## config.mk

```make
export PLATFORM = sky130hd
export DESIGN_NAME = id_synced_fixed_frame_deframer
export DESIGN_NICKNAME = d
export VERILOG_FILES = /design/src/rtl/iffd_pkg.sv /design/src/rtl/iffd_idset.sv /design/src/rtl/id_synced_fixed_frame_deframer.sv
export SDC_FILE = /design/constraint.sdc
export NUM_CORES = 1
export LEC_CHECK = 0
export ABC_AREA = 1
export ABC_CLOCK_PERIOD_IN_PS = 3350
export BUFFER_PORTS_ARGS = -buffer_cell sky130_fd_sc_hd__buf_2
export CORE_MARGIN = 1
export CORE_UTILIZATION = 40
export CTS_CLUSTER_SIZE = 10
export DETAILED_ROUTE_END_ITERATION = 16
export PLACE_DENSITY = 0.61
export SLEW_MARGIN = 20
export SYNTH_ARGS = -nofsm -noshare
export SYNTH_HDL_FRONTEND = slang
export SYNTH_SLANG_ARGS = --single-unit
```

## constraint.sdc

```tcl
create_clock -name clk -period 3.35 [get_ports clk]
set_input_delay 0.1675 -clock clk [delete_from_list [all_inputs] [get_ports clk]]
set_output_delay 0.1675 -clock clk [all_outputs]
set_load 0.005 [all_outputs]
```

## src/rtl/iffd_pkg.sv

```systemverilog
// Shared constants and types for the id-synchronized fixed-frame deframer.
// No dependencies; imported by iffd_idset and id_synced_fixed_frame_deframer.
package iffd_pkg;

  // Frame geometry
  localparam int FRAME_LEN    = 25;
  localparam int IDX_W        = $clog2(FRAME_LEN);
  localparam int ID_W         = 8;
  localparam int BYTE_W       = 8;
  localparam int BYTE_INDEX_W = 5;

  // Id set configuration
  localparam int ID_WORDS   = 4;
  localparam int WORD_W     = 64;
  localparam int WORD_SEL_W = $clog2(ID_WORDS);
  localparam int BIT_SEL_W  = $clog2(WORD_W);
  localparam int CFG_IDX_W  = 3;

  // Register indexes of the configuration port
  localparam logic [CFG_IDX_W-1:0] REG_ID_SET_WORD0 = 3'd0;
  localparam logic [CFG_IDX_W-1:0] REG_ID_SET_WORD3 = 3'd3;

  // Packed output tdata width: fields rounded up to whole bytes
  localparam int OUT_FIELDS_W = ID_W + BYTE_INDEX_W + BYTE_W;
  localparam int OUT_DATA_W   = ((OUT_FIELDS_W + 7) / 8) * 8;

  typedef struct packed {
    logic                    we;
    logic [CFG_IDX_W-1:0]    index;
    logic [WORD_W-1:0]       wdata;
  } cfg_wr_t;

  typedef struct packed {
    logic [ID_W-1:0]         device_id;
    logic [BYTE_INDEX_W-1:0] byte_index;
    logic [BYTE_W-1:0]       data_byte;
    logic                    frame_end;
  } result_t;

endpackage

```

## src/rtl/iffd_idset.sv

```systemverilog
// Known device id set: four 64-bit bitmap registers and the membership lookup.
// Depends on iffd_pkg.
module iffd_idset (
  input  logic                  clk,
  input  logic                  rst_n,
  input  iffd_pkg::cfg_wr_t     cfg_wr,
  input  logic [iffd_pkg::ID_W-1:0] lookup_id,
  output logic                  id_known
);
  import iffd_pkg::*;

  logic [ID_WORDS-1:0][WORD_W-1:0] id_set_r;
  logic [WORD_SEL_W-1:0]           word_sel;
  logic [BIT_SEL_W-1:0]            bit_sel;

  // Writes beyond the last word are dropped
  always_ff @(posedge clk) begin
    if (!rst_n) begin
      id_set_r <= '0;
    end else if (cfg_wr.we && (cfg_wr.index <= REG_ID_SET_WORD3)) begin
      id_set_r[cfg_wr.index[WORD_SEL_W-1:0]] <= cfg_wr.wdata;
    end
  end

  assign word_sel = lookup_id[ID_W-1 -: WORD_SEL_W];
  assign bit_sel  = lookup_id[BIT_SEL_W-1:0];
  assign id_known = id_set_r[word_sel][bit_sel];

endmodule

```

## src/rtl/id_synced_fixed_frame_deframer.sv

```systemverilog
// Top level of the id-synchronized fixed-frame deframer: hunt, collect and output buffering.
// Depends on iffd_pkg and iffd_idset.
//
// The block takes one received byte per transfer and hunts for a frame start: a zero
// byte directly followed by a byte whose id bit is set in the 256-bit known-id set
// (cfg registers 0 to 3, bit b of word w marks id 64*w+b). From the id on, every byte up
// to index FRAME_LEN-1 (24) goes out as one result transfer tagged with the device id and
// its index; the final byte carries out_tlast. Bytes while hunting give no result, and
// bytes inside a frame never count as the zero of a new start. Each byte lands in the
// input register on its transfer edge, and its result is then registered in the output
// register (or in the skid while the output is held). One byte is taken every cycle as
// long as the output side keeps up, and a two-entry result buffer (output register plus
// skid) holds results while out_tready is low. Write the id set only while no transfer
// is in flight.
module id_synced_fixed_frame_deframer (
  input  logic                              clk,
  input  logic                              rst_n,
  // Input stream
  input  logic                              in_tvalid,
  output logic                              in_tready,
  input  logic [7:0]                        in_tdata,   // [7:0] rx_byte
  // Result stream
  output logic                              out_tvalid,
  input  logic                              out_tready,
  output logic [iffd_pkg::OUT_DATA_W-1:0]   out_tdata,  // [7:0] device_id,
                                                        // [12:8] byte_index,
                                                        // [20:13] data_byte, rest zero
  output logic                              out_tlast,  // frame_end
  // Configuration write port
  input  logic                              cfg_we,
  input  logic [iffd_pkg::CFG_IDX_W-1:0]    cfg_index,
  input  logic [iffd_pkg::WORD_W-1:0]       cfg_wdata
);
  import iffd_pkg::*;

  localparam logic [IDX_W-1:0] LAST_IDX  = IDX_W'(FRAME_LEN - 1);
  localparam logic [IDX_W-1:0] FIRST_COLLECT_IDX = IDX_W'(2);
  localparam bit               START_IS_LAST = (FRAME_LEN - 1) <= 1;

  // Input register
  logic              s1_valid_r, s1_valid_nxt;
  logic [BYTE_W-1:0] s1_byte_r;
  logic              s1_go;

  // Frame tracking state
  logic              prev_zero_r, prev_zero_nxt;
  logic              collecting_r, collecting_nxt;
  logic [IDX_W-1:0]  next_index_r, next_index_nxt;
  logic [ID_W-1:0]   frame_dev_r, frame_dev_nxt;

  // Result path
  logic              res_valid;
  result_t           res;
  logic              out_valid_r, out_valid_nxt;
  result_t           out_r, out_nxt;
  logic              skid_valid_r, skid_valid_nxt;
  result_t           skid_r, skid_nxt;
  logic              out_fire;

  logic              id_known;
  logic              is_last;
  logic [7:0]        idx_ext;
  cfg_wr_t           cfg_wr;

  assign cfg_wr = '{we: cfg_we, index: cfg_index, wdata: cfg_wdata};

  iffd_idset u_idset (
    .clk       (clk),
    .rst_n     (rst_n),
    .cfg_wr    (cfg_wr),
    .lookup_id (s1_byte_r),
    .id_known  (id_known)
  );

  // Take a byte whenever the skid is free; the input stage always drains then
  assign in_tready = !skid_valid_r;
  assign s1_go     = s1_valid_r && !skid_valid_r;
  assign out_fire  = out_valid_r && out_tready;

  always_comb begin
    s1_valid_nxt = (in_tvalid && in_tready) ? 1'b1 : (s1_go ? 1'b0 : s1_valid_r);
  end

  always_ff @(posedge clk) begin
    if (in_tvalid && in_tready) begin
      s1_byte_r <= in_tdata;
    end
  end

  // Hunt / collect decision for the byte in the input register
  assign is_last = next_index_r >= LAST_IDX;
  assign idx_ext = 8'(next_index_r);

  always_comb begin
    prev_zero_nxt  = prev_zero_r;
    collecting_nxt = collecting_r;
    next_index_nxt = next_index_r;
    frame_dev_nxt  = frame_dev_r;
    res_valid      = 1'b0;
    res            = '{device_id: frame_dev_r, byte_index: idx_ext[BYTE_INDEX_W-1:0],
                       data_byte: s1_byte_r, frame_end: is_last};
    if (s1_go) begin
      priority if (collecting_r) begin
        res_valid     = 1'b1;
        prev_zero_nxt = 1'b0;
        if (is_last) begin
          collecting_nxt = 1'b0;
          next_index_nxt = '0;
        end else begin
          next_index_nxt = next_index_r + IDX_W'(1);
        end
      end else if (prev_zero_r && id_known) begin
        // Frame start: the id itself is byte 1
        res_valid      = 1'b1;
        res            = '{device_id: s1_byte_r, byte_index: BYTE_INDEX_W'(1),
                           data_byte: s1_byte_r, frame_end: START_IS_LAST};
        frame_dev_nxt  = s1_byte_r;
        prev_zero_nxt  = 1'b0;
        collecting_nxt = !START_IS_LAST;
        next_index_nxt = START_IS_LAST ? '0 : FIRST_COLLECT_IDX;
      end else begin
        prev_zero_nxt = (s1_byte_r == '0);
      end
    end
  end

  // Output register with skid: a new result lands in the skid only when the
  // output register is full and not being drained this cycle
  always_comb begin
    out_valid_nxt  = out_valid_r;
    out_nxt        = out_r;
    skid_valid_nxt = skid_valid_r;
    skid_nxt       = skid_r;
    if (out_fire) begin
      out_valid_nxt  = skid_valid_r;
      out_nxt        = skid_r;
      skid_valid_nxt = 1'b0;
    end
    if (res_valid) begin
      if (out_valid_r && !out_tready) begin
        skid_valid_nxt = 1'b1;
        skid_nxt       = res;
      end else begin
        out_valid_nxt = 1'b1;
        out_nxt       = res;
      end
    end
  end

  always_ff @(posedge clk) begin
    if (!rst_n) begin
      s1_valid_r   <= 1'b0;
      prev_zero_r  <= 1'b0;
      collecting_r <= 1'b0;
      next_index_r <= '0;
      frame_dev_r  <= '0;
      out_valid_r  <= 1'b0;
      skid_valid_r <= 1'b0;
    end else begin
      s1_valid_r   <= s1_valid_nxt;
      prev_zero_r  <= prev_zero_nxt;
      collecting_r <= collecting_nxt;
      next_index_r <= next_index_nxt;
      frame_dev_r  <= frame_dev_nxt;
      out_valid_r  <= out_valid_nxt;
      skid_valid_r <= skid_valid_nxt;
    end
  end

  always_ff @(posedge clk) begin
    out_r  <= out_nxt;
    skid_r <= skid_nxt;
  end

  assign out_tvalid = out_valid_r;
  assign out_tdata  = {(OUT_DATA_W - OUT_FIELDS_W)'(0),
                       out_r.data_byte, out_r.byte_index, out_r.device_id};
  assign out_tlast  = out_r.frame_end;

  // The skid only ever fills behind a held output register
  a_skid_behind_out: assert property (@(posedge clk) disable iff (!rst_n)
    skid_valid_r |-> out_valid_r)
    else $error("skid holds a result while the output register is empty");

  // While collecting, the next index stays inside the frame
  a_index_range: assert property (@(posedge clk) disable iff (!rst_n)
    collecting_r |-> (next_index_r >= FIRST_COLLECT_IDX) && (next_index_r <= LAST_IDX))
    else $error("collect index out of frame range");

  // A final byte processed ends collection
  a_end_stops_collect: assert property (@(posedge clk) disable iff (!rst_n)
    (s1_go && collecting_r && is_last) |=> !collecting_r && (next_index_r == '0))
    else $error("collection continued past the frame's final byte");

  // Hunting never emits unless a start is seen
  a_hunt_silent: assert property (@(posedge clk) disable iff (!rst_n)
    (s1_go && !collecting_r && !prev_zero_r) |-> !res_valid)
    else $error("result produced while hunting without a start");

endmodule

```

# After elaboration in Yosys (flattened, before gate mapping)
# Index checks and enable logic that the tools add are counted.
totals:
  ff_bits: 326
  input_bits: 80
  out_inout_bits: 27
  wordCells: 74
op_classes:
  addsub: 1
  order_cmp: 6
  mux: 31
  n_bitwise: 1
  reduce_logical: 15
ops:
  columns: ["cell", "count"]
  rows:
  - ["bitwise mux 256 bit", 1]
  - ["two-way mux 22 bit", 6]
  - ["binary-select mux 64 bit (select 2 bit)", 1]
  - ["demux 64 bit (select 2 bit)", 1]
  - ["two-way mux 64 bit", 2]
  - ["two-way mux 1 bit", 16]
  - ["two-way mux 5 bit", 3]
  - ["zero test 8 bit", 1]
  - ["logical AND 1 bit", 7]
  - ["< comparator 6 x 7 -> 1 bit, second input constant", 1]
  - ["binary-select mux 1 bit (select 6 bit)", 1]
  - ["< comparator 2 x 3 -> 1 bit, second input constant", 2]
  - ["adder 5 x 1 -> 5 bit, second input constant", 1]
  - ["greater-or-equal comparator 5 bit, second input constant", 1]
  - ["AND reduction 2 bit", 2]
  - ["nonzero test 2 bit", 2]
  - ["<= comparator 3 x 2 -> 1 bit, second input constant", 1]
  - ["AND reduction 3 bit", 1]
  - ["greater-or-equal comparator 2 x 1 -> 1 bit, second input constant", 1]
  - ["zero test 1 bit", 2]
  - ["inverter 1 bit", 1]

# Logic depth before layout (Yosys ltp)
# Gate-level depths: netlist of the first run.
depth:
  ltp_word: 10
  depth_mapped: 22
  depth_no_buf: 19

# Cells and area by module
# From an unflattened synthesis of the first run, not the netlist that was laid out.
unflattened:
  cells_unflattened: 2035
  area_unflattened_um2: 14254.9
modules_own_cells:
  columns: ["mod", "n_inst", "cells_each", "area_per_inst_um2", "seq_area_each_um2"]
  rows:
  - ["iffd_idset", 1, 1695, 11282.1, 5124.9]
  - ["id_synced_fixed_frame_deframer", 1, 340, 2972.9, 1701.6]

# Worst setup path before layout of the first run
# OpenSTA, ideal clock, no wires.
synth_timing:
  kind: "register -> register"
  start: "register s1_byte_r[0]"
  end: "register skid_r[0] (netlist name), enable pin"
  setup_ns: 0.377
  arrival_ns: 2.244
  required_ns: 2.973
  path_slack_ns: 0.729
  path_stages_with_launch: 15
  synth_period_minus_slack_ns: 2.621
  cell_sequence: "edfxtp_1 buf_6 nor2_1 buf_4 buf_2 a21oi_1 nand3_1 nand3_1 nand3_1 nand3_1 nand2_1 nand3_2 nand2_4 nand3_1 inv_1"
synth_between:
  elab_chain_len: 7
synth_lines:
  columns: ["element", "line_no", "rtl"]
  rows:
  - ["from (decl)", "id_synced_fixed_frame_deframer.sv:42", "logic [BYTE_W-1:0] s1_byte_r;"]
  - ["from (signal assigned)", "id_synced_fixed_frame_deframer.sv:86", "s1_byte_r <= in_tdata;"]
  - ["binary-select mux 1 bit (select 6 bit)", "iffd_idset.sv:27", "assign id_known = id_set_r[word_sel][bit_sel];"]
  - ["two-way mux 1 bit (not written as such)", "iffd_idset.sv:27", null]
  - ["logical AND 1 bit", "id_synced_fixed_frame_deframer.sv:112", "end else if (prev_zero_r && id_known) begin"]
  - ["two-way mux 1 bit", "id_synced_fixed_frame_deframer.sv:112", null]
  - ["two-way mux 1 bit", "id_synced_fixed_frame_deframer.sv:103", "priority if (collecting_r) begin"]
  - ["two-way mux 1 bit", "id_synced_fixed_frame_deframer.sv:102", "if (s1_go) begin"]
  - ["AND reduction 2 bit (no source line)", null, null]
  - ["to (signal assigned)", "id_synced_fixed_frame_deframer.sv:172", "skid_r <= skid_nxt;"]
  - ["to (decl)", "id_synced_fixed_frame_deframer.sv:57", "result_t skid_r, skid_nxt;"]
# Every way passes these cells. The select of a mux whose other input is x is not followed.
# A chain may end at the register's enable or synchronous reset.

==> results.ini, run 1 <==
[run_status]
outcome = finished, final reports clean

[routing]
drc = 0
routed_wirelength_mm = 44.11
routedWlPerCell_um = 16.99
vias = 13570
postRouteAntennaNets = 0
drt_iter0_drc = 1291
vias_per_cell = 5.226
firstDrtPassIters = 7

[yosys]
synth.distinct_cells = 37
yosys_warnings = 0
synth_area_per_cell_sq_um = 7.074
synth_edf_count = 30
syn_area_sq_um = 14210
syn_inst = 2009
synthArstFlopShare_pct = 0
synth-main-ff-cell = dfxtp_1
seq_area_frac_synth_pct = 48.04
yosys-top-cells-area = dfxtp_1, nor2_1, nand2_1, o21ai_0, edfxtp_1
yosys.area.top_type = dfxtp_1
synth_top_area_share_pct = 41.70
yosys_register_bits = 326
yosysMostFrequentCell = nor2_1
netlist_top_cells_count = nor2_1, nand2_1, dfxtp_1, o21ai_0, nand3_1

[setup_path]
cp-end-kind = register
arrival_ps = 3530
crit_chain = inv_2 > buf_4 > nand3_1 > nand3_1 > nand2_1 > nand2_1 > nand2_1 > inv_1 > nand2_1 > a21oi_1 > nand3_2 > nand3_2 > nand2_4 > nand3_4 > buf_4 > nand2_1 > o21ai_1
worst-path-buf-inv = 4
crit_type = reg2reg
worst_path_most_repeated_cell = nand2_1
cp_top_family = buffers and inverters
slowest_stage = edfxtp_1
crit_fanout = 32
worstSetupStartpointType = register
required_ps = 3790
cpPeakStageDelay_ps = 570

[final_layout]
num-fill-cells = 3517
final_core_util_pct = 48.50
seq_area_sq_um = 6827
synthToLayoutAreaGrowth_pct = 18.46
finalNonFillerCells = 2597
antenna_cells = 0
layout-drive-gt1-share_pct = 10.69
final_nets = 2206
multi_input_area_sq_um = 6519

[grt]
antenna_found_initial = 0
grt_max_degree = 130
first_global_vias = 13080
grt_use_total_pct = 24.36
grt_first_pass_wirelength_mm = 70.18
gr-total-overflow = 0

[timing]
finalSetupViolCount = 0
drv_slew = 0
period_share_pct = 92.18
hold_viol_final = 0
clock_skew_ps = 14.58
worstMarginPinSlew_ps = 1015
max_clock_freq_mhz = 323.8
fin_setup_tns_ps = 0
fin_crit_ps = 3088
relSlewSlack_pct = 32.25
rsz0062_at_grt = false

[place]
gp_congestion = 0.8363
dp_hpwl_mm = 25.00
port_buffers = 103
dp.cells = 2466

[clock_tree]
clk_pin_slew_ps = 50
cts_buffers = 39
tritoncts = yes
htreeDepth = 2
cts_root_buffer = clkbuf_16
cts_num_sinks = 326
clock_path_buffers = 3
clkLatencyLatePin_ps = 530

[power_and_ir_drop]
p_clk_share_pct = 41.8
swShare_pct = 25.46
power_frac_seq_pct = 47.2
powerDensity_nw_per_um2 = 534.8
ir_worst_vdd_mv = 0.3451
design_power_total_mw = 9.004
p_int_mw = 6.712
pwr-share-comb_pct = 11.0
leakagePower_nw = 7.596
p_sw_mw = 2.292

[die]
initial_core_util_pct = 40.94
die_w_um = 190.5
dieArea_sq_um = 36290
io_pins = 107
fp.coreArea_sq_um = 34710
die_h_um = 190.5
row_count = 68

[worst_hold_path]
hold_path.class = in2reg

[run]
drv_cap = 0

## registers in the layout (all words and copies together), names as in the netlist
signal            flops
out_tvalid            1
s1_valid_r            1
out_tlast             1
skid_valid_r          1
frame_dev_r           8
collecting_r          1
u_idset.id_set_r    256
s1_byte_r             8
out_tdata            21
prev_zero_r           1
next_index_r          5
skid_r               22
## worst reg2reg max path, delay by kind of cell (launching register included)
kind | cells | cell delay, ps
and+or+nand+nor | 11 | 1010
DFF | 1 | 570
AOI/OAI and AO/OA | 2 | 310
buffers and inverters | 4 | 1130
## worst paths after layout
path | from | end | cells after the start | slack [ps]
worst min-delay path | out_tready | out_tvalid | 4 | 30
worst min register to register | u_idset.id_set_r[68] | u_idset.id_set_r[68] | 2 | 450
worst max-delay path | s1_byte_r[7] | out_tdata[13] | 17 | 260
worst max register to register | s1_byte_r[7] | out_tdata[13] | 17 | 260
## per-layer routing
metal  wire [um]  part of all wire, %  up-vias  global-route usage (%)
met3        3300                  7.5       71                   3.865
met1       20310                   46     6318                   33.61
met2       19690                   45      506                   39.22
li1            -                    -     6677                       -
met4         816                  1.8        0                   6.800
met5           0                    0        -                       0
## power by group through the flow
| stage | clock, mW | combinational, mW | sequential (mW) |
|---|---|---|---|
| 2_1_floorplan | 0 | 0.552 | 4.30 |
| 3_3_place_gp | 0 | 0.904 | 4.33 |
| 3_5_place_dp | 0 | 0.912 | 4.33 |
| 4_1_cts | 3.82 | 0.985 | 4.25 |
| 5_1_grt | 3.98 | 1.10 | 4.27 |
| 6_report | 3.76 | 0.990 | 4.25 |
## layout by cell type, fill, tap and decap left out, drive strengths merged
cell type      n
a21boi         3
a21oi         52
a31oi          1
buf          139
clkbuf        54
clkinv         3
clkinvlp       1
conb           3
dfxtp        296
dlygate4sd3   73
edfxtp        30
ha             1
inv           51
mux2          22
nand2        427
nand3        131
nand4          9
nor2         543
nor3           6
nor4           3
o211ai         4
o21a           1
o21ai        285
o22ai          1
or2            2
xor2           1
## kinds of logic (layout without fill, tap and decap cells)
logic type / Yosys count / in the layout / synth area share, %
compound gates: 347 / 347 / 12.41
xor+xnor: 1 / 1 / 0.06164
fa+ha+maj: 1 / 1 / 0.08803
buf+inv: 190 / 321 / 6.304
flops: 326 / 326 / 48.04
mux: 22 / 22 / 1.743
other cells: 1 / 3 / 0.02639
simple gates: 1121 / 1121 / 31.33
## what timing repair did
| item | CTS | global route |
|---|---|---|
| buffers inserted | 0 | 0 |
| hold buffers | 73 | 0 |
| gates resized for setup | 0 | 0 |
| endpoints found under the hold margin | 263 | 0 |
## layout make-up
class	count	area share (%)
timing repair buffer	212	9.692
tap	455	3.382
clock buffer	54	6.250
multi-input combinational	1495	38.72
clock inverter	4	0.2007
sequential	326	40.55
inverter	51	1.204
## per-stage QoR
stage	setup slack [ps]	hold slack, ps	cell area, sq um
3_5_place_dp	288.4	345.6	15020
6_report	262.1	32.20	16830
4_1_cts	254.7	11.61	16830
5_1_grt	15.75	49.92	16830
3_3_place_gp	265.8	349.4	15020
2_1_floorplan	729.4	266.4	14220
(Power assumes the default switching activity.)
==> run 2, diff against run 1 <==
CORE_UTILIZATION = 60   (was 40)
PLACE_DENSITY = 0.84   (was 0.61)
==> run 2 against run 1 <==
  * Core utilization increased by 24 points
  * Power decreased by 1.9%
  * Setup slack got worse by 80 ps
  * Fmax decreased by 2.5%
  * Final area decreased by 1.4%
  * Sequential cell count unchanged
  * Critical path depth increased by 1
  * Non-clock buffer count increased by 3
  * Cell count decreased by 5.6%
  * Largest power group unchanged
==> results.ini, run 2 (synthesized netlist as in run 1, its figures left out) <==
[final_layout]
largest_reg_flops = 256  ; unchanged
finalNonFillerCells = 2451  ; -5.6%
layout-drive-gt1-share_pct = 10.66  ; -0.027 points
final_core_util_pct = 72.41  ; +24 points
final_common_cell = nor2_1
final_cell_mix = nor2_1, nand2_1, dfxtp_1
final_nets = 2208  ; +0.091%
antenna_cells = 0  ; unchanged
finalInstanceArea_sq_um = 16590  ; -1.4%
top_register = u_idset.id_set_r
synthToLayoutAreaGrowth_pct = 16.75

[place]
post-place-ws_ps = 286.8  ; -1.671 ps
dpl_cell_area_sq_um = 14830  ; -1.2%
dp_hpwl_mm = 23.43  ; -6.3%
port_buffers = 103  ; unchanged
gp_congestion = 0.8464  ; +1.2%
dp.cells = 2327  ; -5.6%

[grt]
grt_use_total_pct = 33.87  ; +9.5 points
first_global_vias = 13490  ; +3.1%
grt_max_degree = 171  ; +32%
grt_first_pass_wirelength_mm = 66.15  ; -5.7%
gr-total-overflow = 0  ; unchanged
antenna_found_initial = 0  ; unchanged

[timing]
period_share_pct = 94.56  ; +2.4 points
relSlewSlack_pct = 34.18  ; +1.9 points
fin_crit_ps = 3168  ; +79.82 ps
rsz0062_at_grt = true
finalSetupViolCount = 0  ; unchanged
timing.hold.ws_ps = 84.28  ; +52.07 ps
clock_skew_ps = 15.71  ; +1.128 ps
fin_setup_tns_ps = 0  ; unchanged
drv_slew = 0  ; unchanged
setup_ws_ps = 182.3  ; -79.82 ps
max_clock_freq_mhz = 315.7  ; -2.5%
hold_viol_final = 0  ; unchanged
worstMarginPinSlew_ps = 984.9  ; -29.91 ps

[setup_path]
reg2reg_depth = 18  ; +1
timing.rr.end = out_tlast
required_ps = 3810  ; +20 ps
slowest_stage = edfxtp_1
worst-path-buf-inv = 4  ; unchanged
path_depth = 18  ; +1
worst_path_most_repeated_cell = nand2_1
reg2reg_slack_ps = 180  ; -80 ps
cp_top_family = simple AND/OR/NAND/NOR gates
arrival_ps = 3630  ; +100 ps
crit_type = reg2reg
cpPeakStageDelay_ps = 460  ; -110 ps
crit_chain = clkinv_4 > buf_12 > nand2_1 > nand3_1 > nand3_1 > nand2_1 > nand2_1 > nand2_1 > inv_1 > nand2_1 > a21oi_1 > nand3_2 > buf_4 > nand4_2 > nand2_1 > nor2_1 > nand2_1 > nand2_1
crit_fanout = 44  ; +38%
worstSetupStartpointType = register
cp-end-kind = register
r2r-start = s1_byte_r[6]

[die]
fp.coreArea_sq_um = 22920  ; -34%
row_count = 55  ; -19%
initial_core_util_pct = 62.01  ; +21 points
io_pins = 107  ; unchanged
die_w_um = 155.9  ; -18%
die_h_um = 155.9  ; -18%
dieArea_sq_um = 24300  ; -33%

[routing]
vias_per_cell = 5.774  ; +10%
firstDrtPassIters = 6  ; -1
drc = 0  ; unchanged
postRouteAntennaNets = 0  ; unchanged
routed_wirelength_mm = 41.36  ; -6.2%
vias = 14150  ; +4.3%
drt_iter0_drc = 1731  ; +34%
routedWlPerCell_um = 16.87  ; -0.66%

[worst_hold_path]
hold_path.class = in2reg
min-delay-start = out_tready
hold_end = out_tvalid
hold_path_depth = 4  ; unchanged

[clock_tree]
cts_root_buffer = clkbuf_16
clk_pin_slew_ps = 60  ; about the same
postCtsSetupBuffers = 0  ; unchanged
clkLatencyLatePin_ps = 520  ; about the same
clock_path_buffers = 3  ; unchanged
tritoncts = yes
htreeDepth = 2  ; unchanged
cts_buffers = 38  ; -2.6%
cts_num_sinks = 326  ; unchanged

[power_and_ir_drop]
ir_worst_vdd_mv = 0.4259  ; +23%
leakagePower_nw = 7.577  ; -0.26%
design_power_total_mw = 8.836  ; -1.9%
powerDensity_nw_per_um2 = 532.5  ; -0.43%

[run]
drv_cap = 0  ; unchanged

[run_status]
outcome = finished, final reports clean

run 2: cell type report:
type / instances / area [sq um]
Inverter: 51 / 198.9
Sequential cell: 326 / 6827
Tap cell: 313 / 391.6
Clock inverter: 2 / 13.76
Multi-Input combinational cell: 1495 / 6519
Clock buffer: 49 / 1013
Fill cell: 1788 / 6324
Timing Repair Buffer: 215 / 1629
run 2: where the power goes:
part | leakage (nW) | switching [mW] | internal (mW)
Sequential | 2.69 | 0.110 | 4.14
Clock | 0.501 | 1.51 | 2.09
Combinational | 4.39 | 0.584 | 0.404
Total | 7.58 | 2.20 | 6.63
run 2: worst max path at each step:
stage	start	endpoint	slack, ps
after detailed placement	s1_byte_r[6]	skid_r[16]	290
after global routing	s1_byte_r[6]	skid_r[12]	-4
after floorplan	s1_byte_r[0]	skid_r[0]	730
after CTS	s1_byte_r[6]	skid_r[6]	250
after global placement	s1_byte_r[6]	skid_r[6]	360
final	s1_byte_r[6]	out_tlast	180
run 2: routing by layer:
metal	up-vias	track usage (%)	routed length, um
met5	-	0	0
met4	0	14.33	1233
met3	115	6.250	4277
met2	817	55.10	19110
met1	6535	44.15	16730
li1	6684	-	-
run 2: worst register-to-register path, stage by stage (launching register included):
cell	delay, ps
edfxtp_1	460
clkinv_4	380
buf_12	320
nand2_1	90
nand3_1	60
nand3_1	110
nand2_1	80
nand2_1	60
nand2_1	60
inv_1	50
nand2_1	90
a21oi_1	190
nand3_2	180
buf_4	220
nand4_2	250
nand2_1	180
nor2_1	160
nand2_1	100
nand2_1	70
run 2: repair_timing:
action,4_1_cts,5_1_grt
hold buffers,73,0
endpoints found under the hold margin,260,0
setup endpoints to repair,0,16
gates resized for setup,0,1
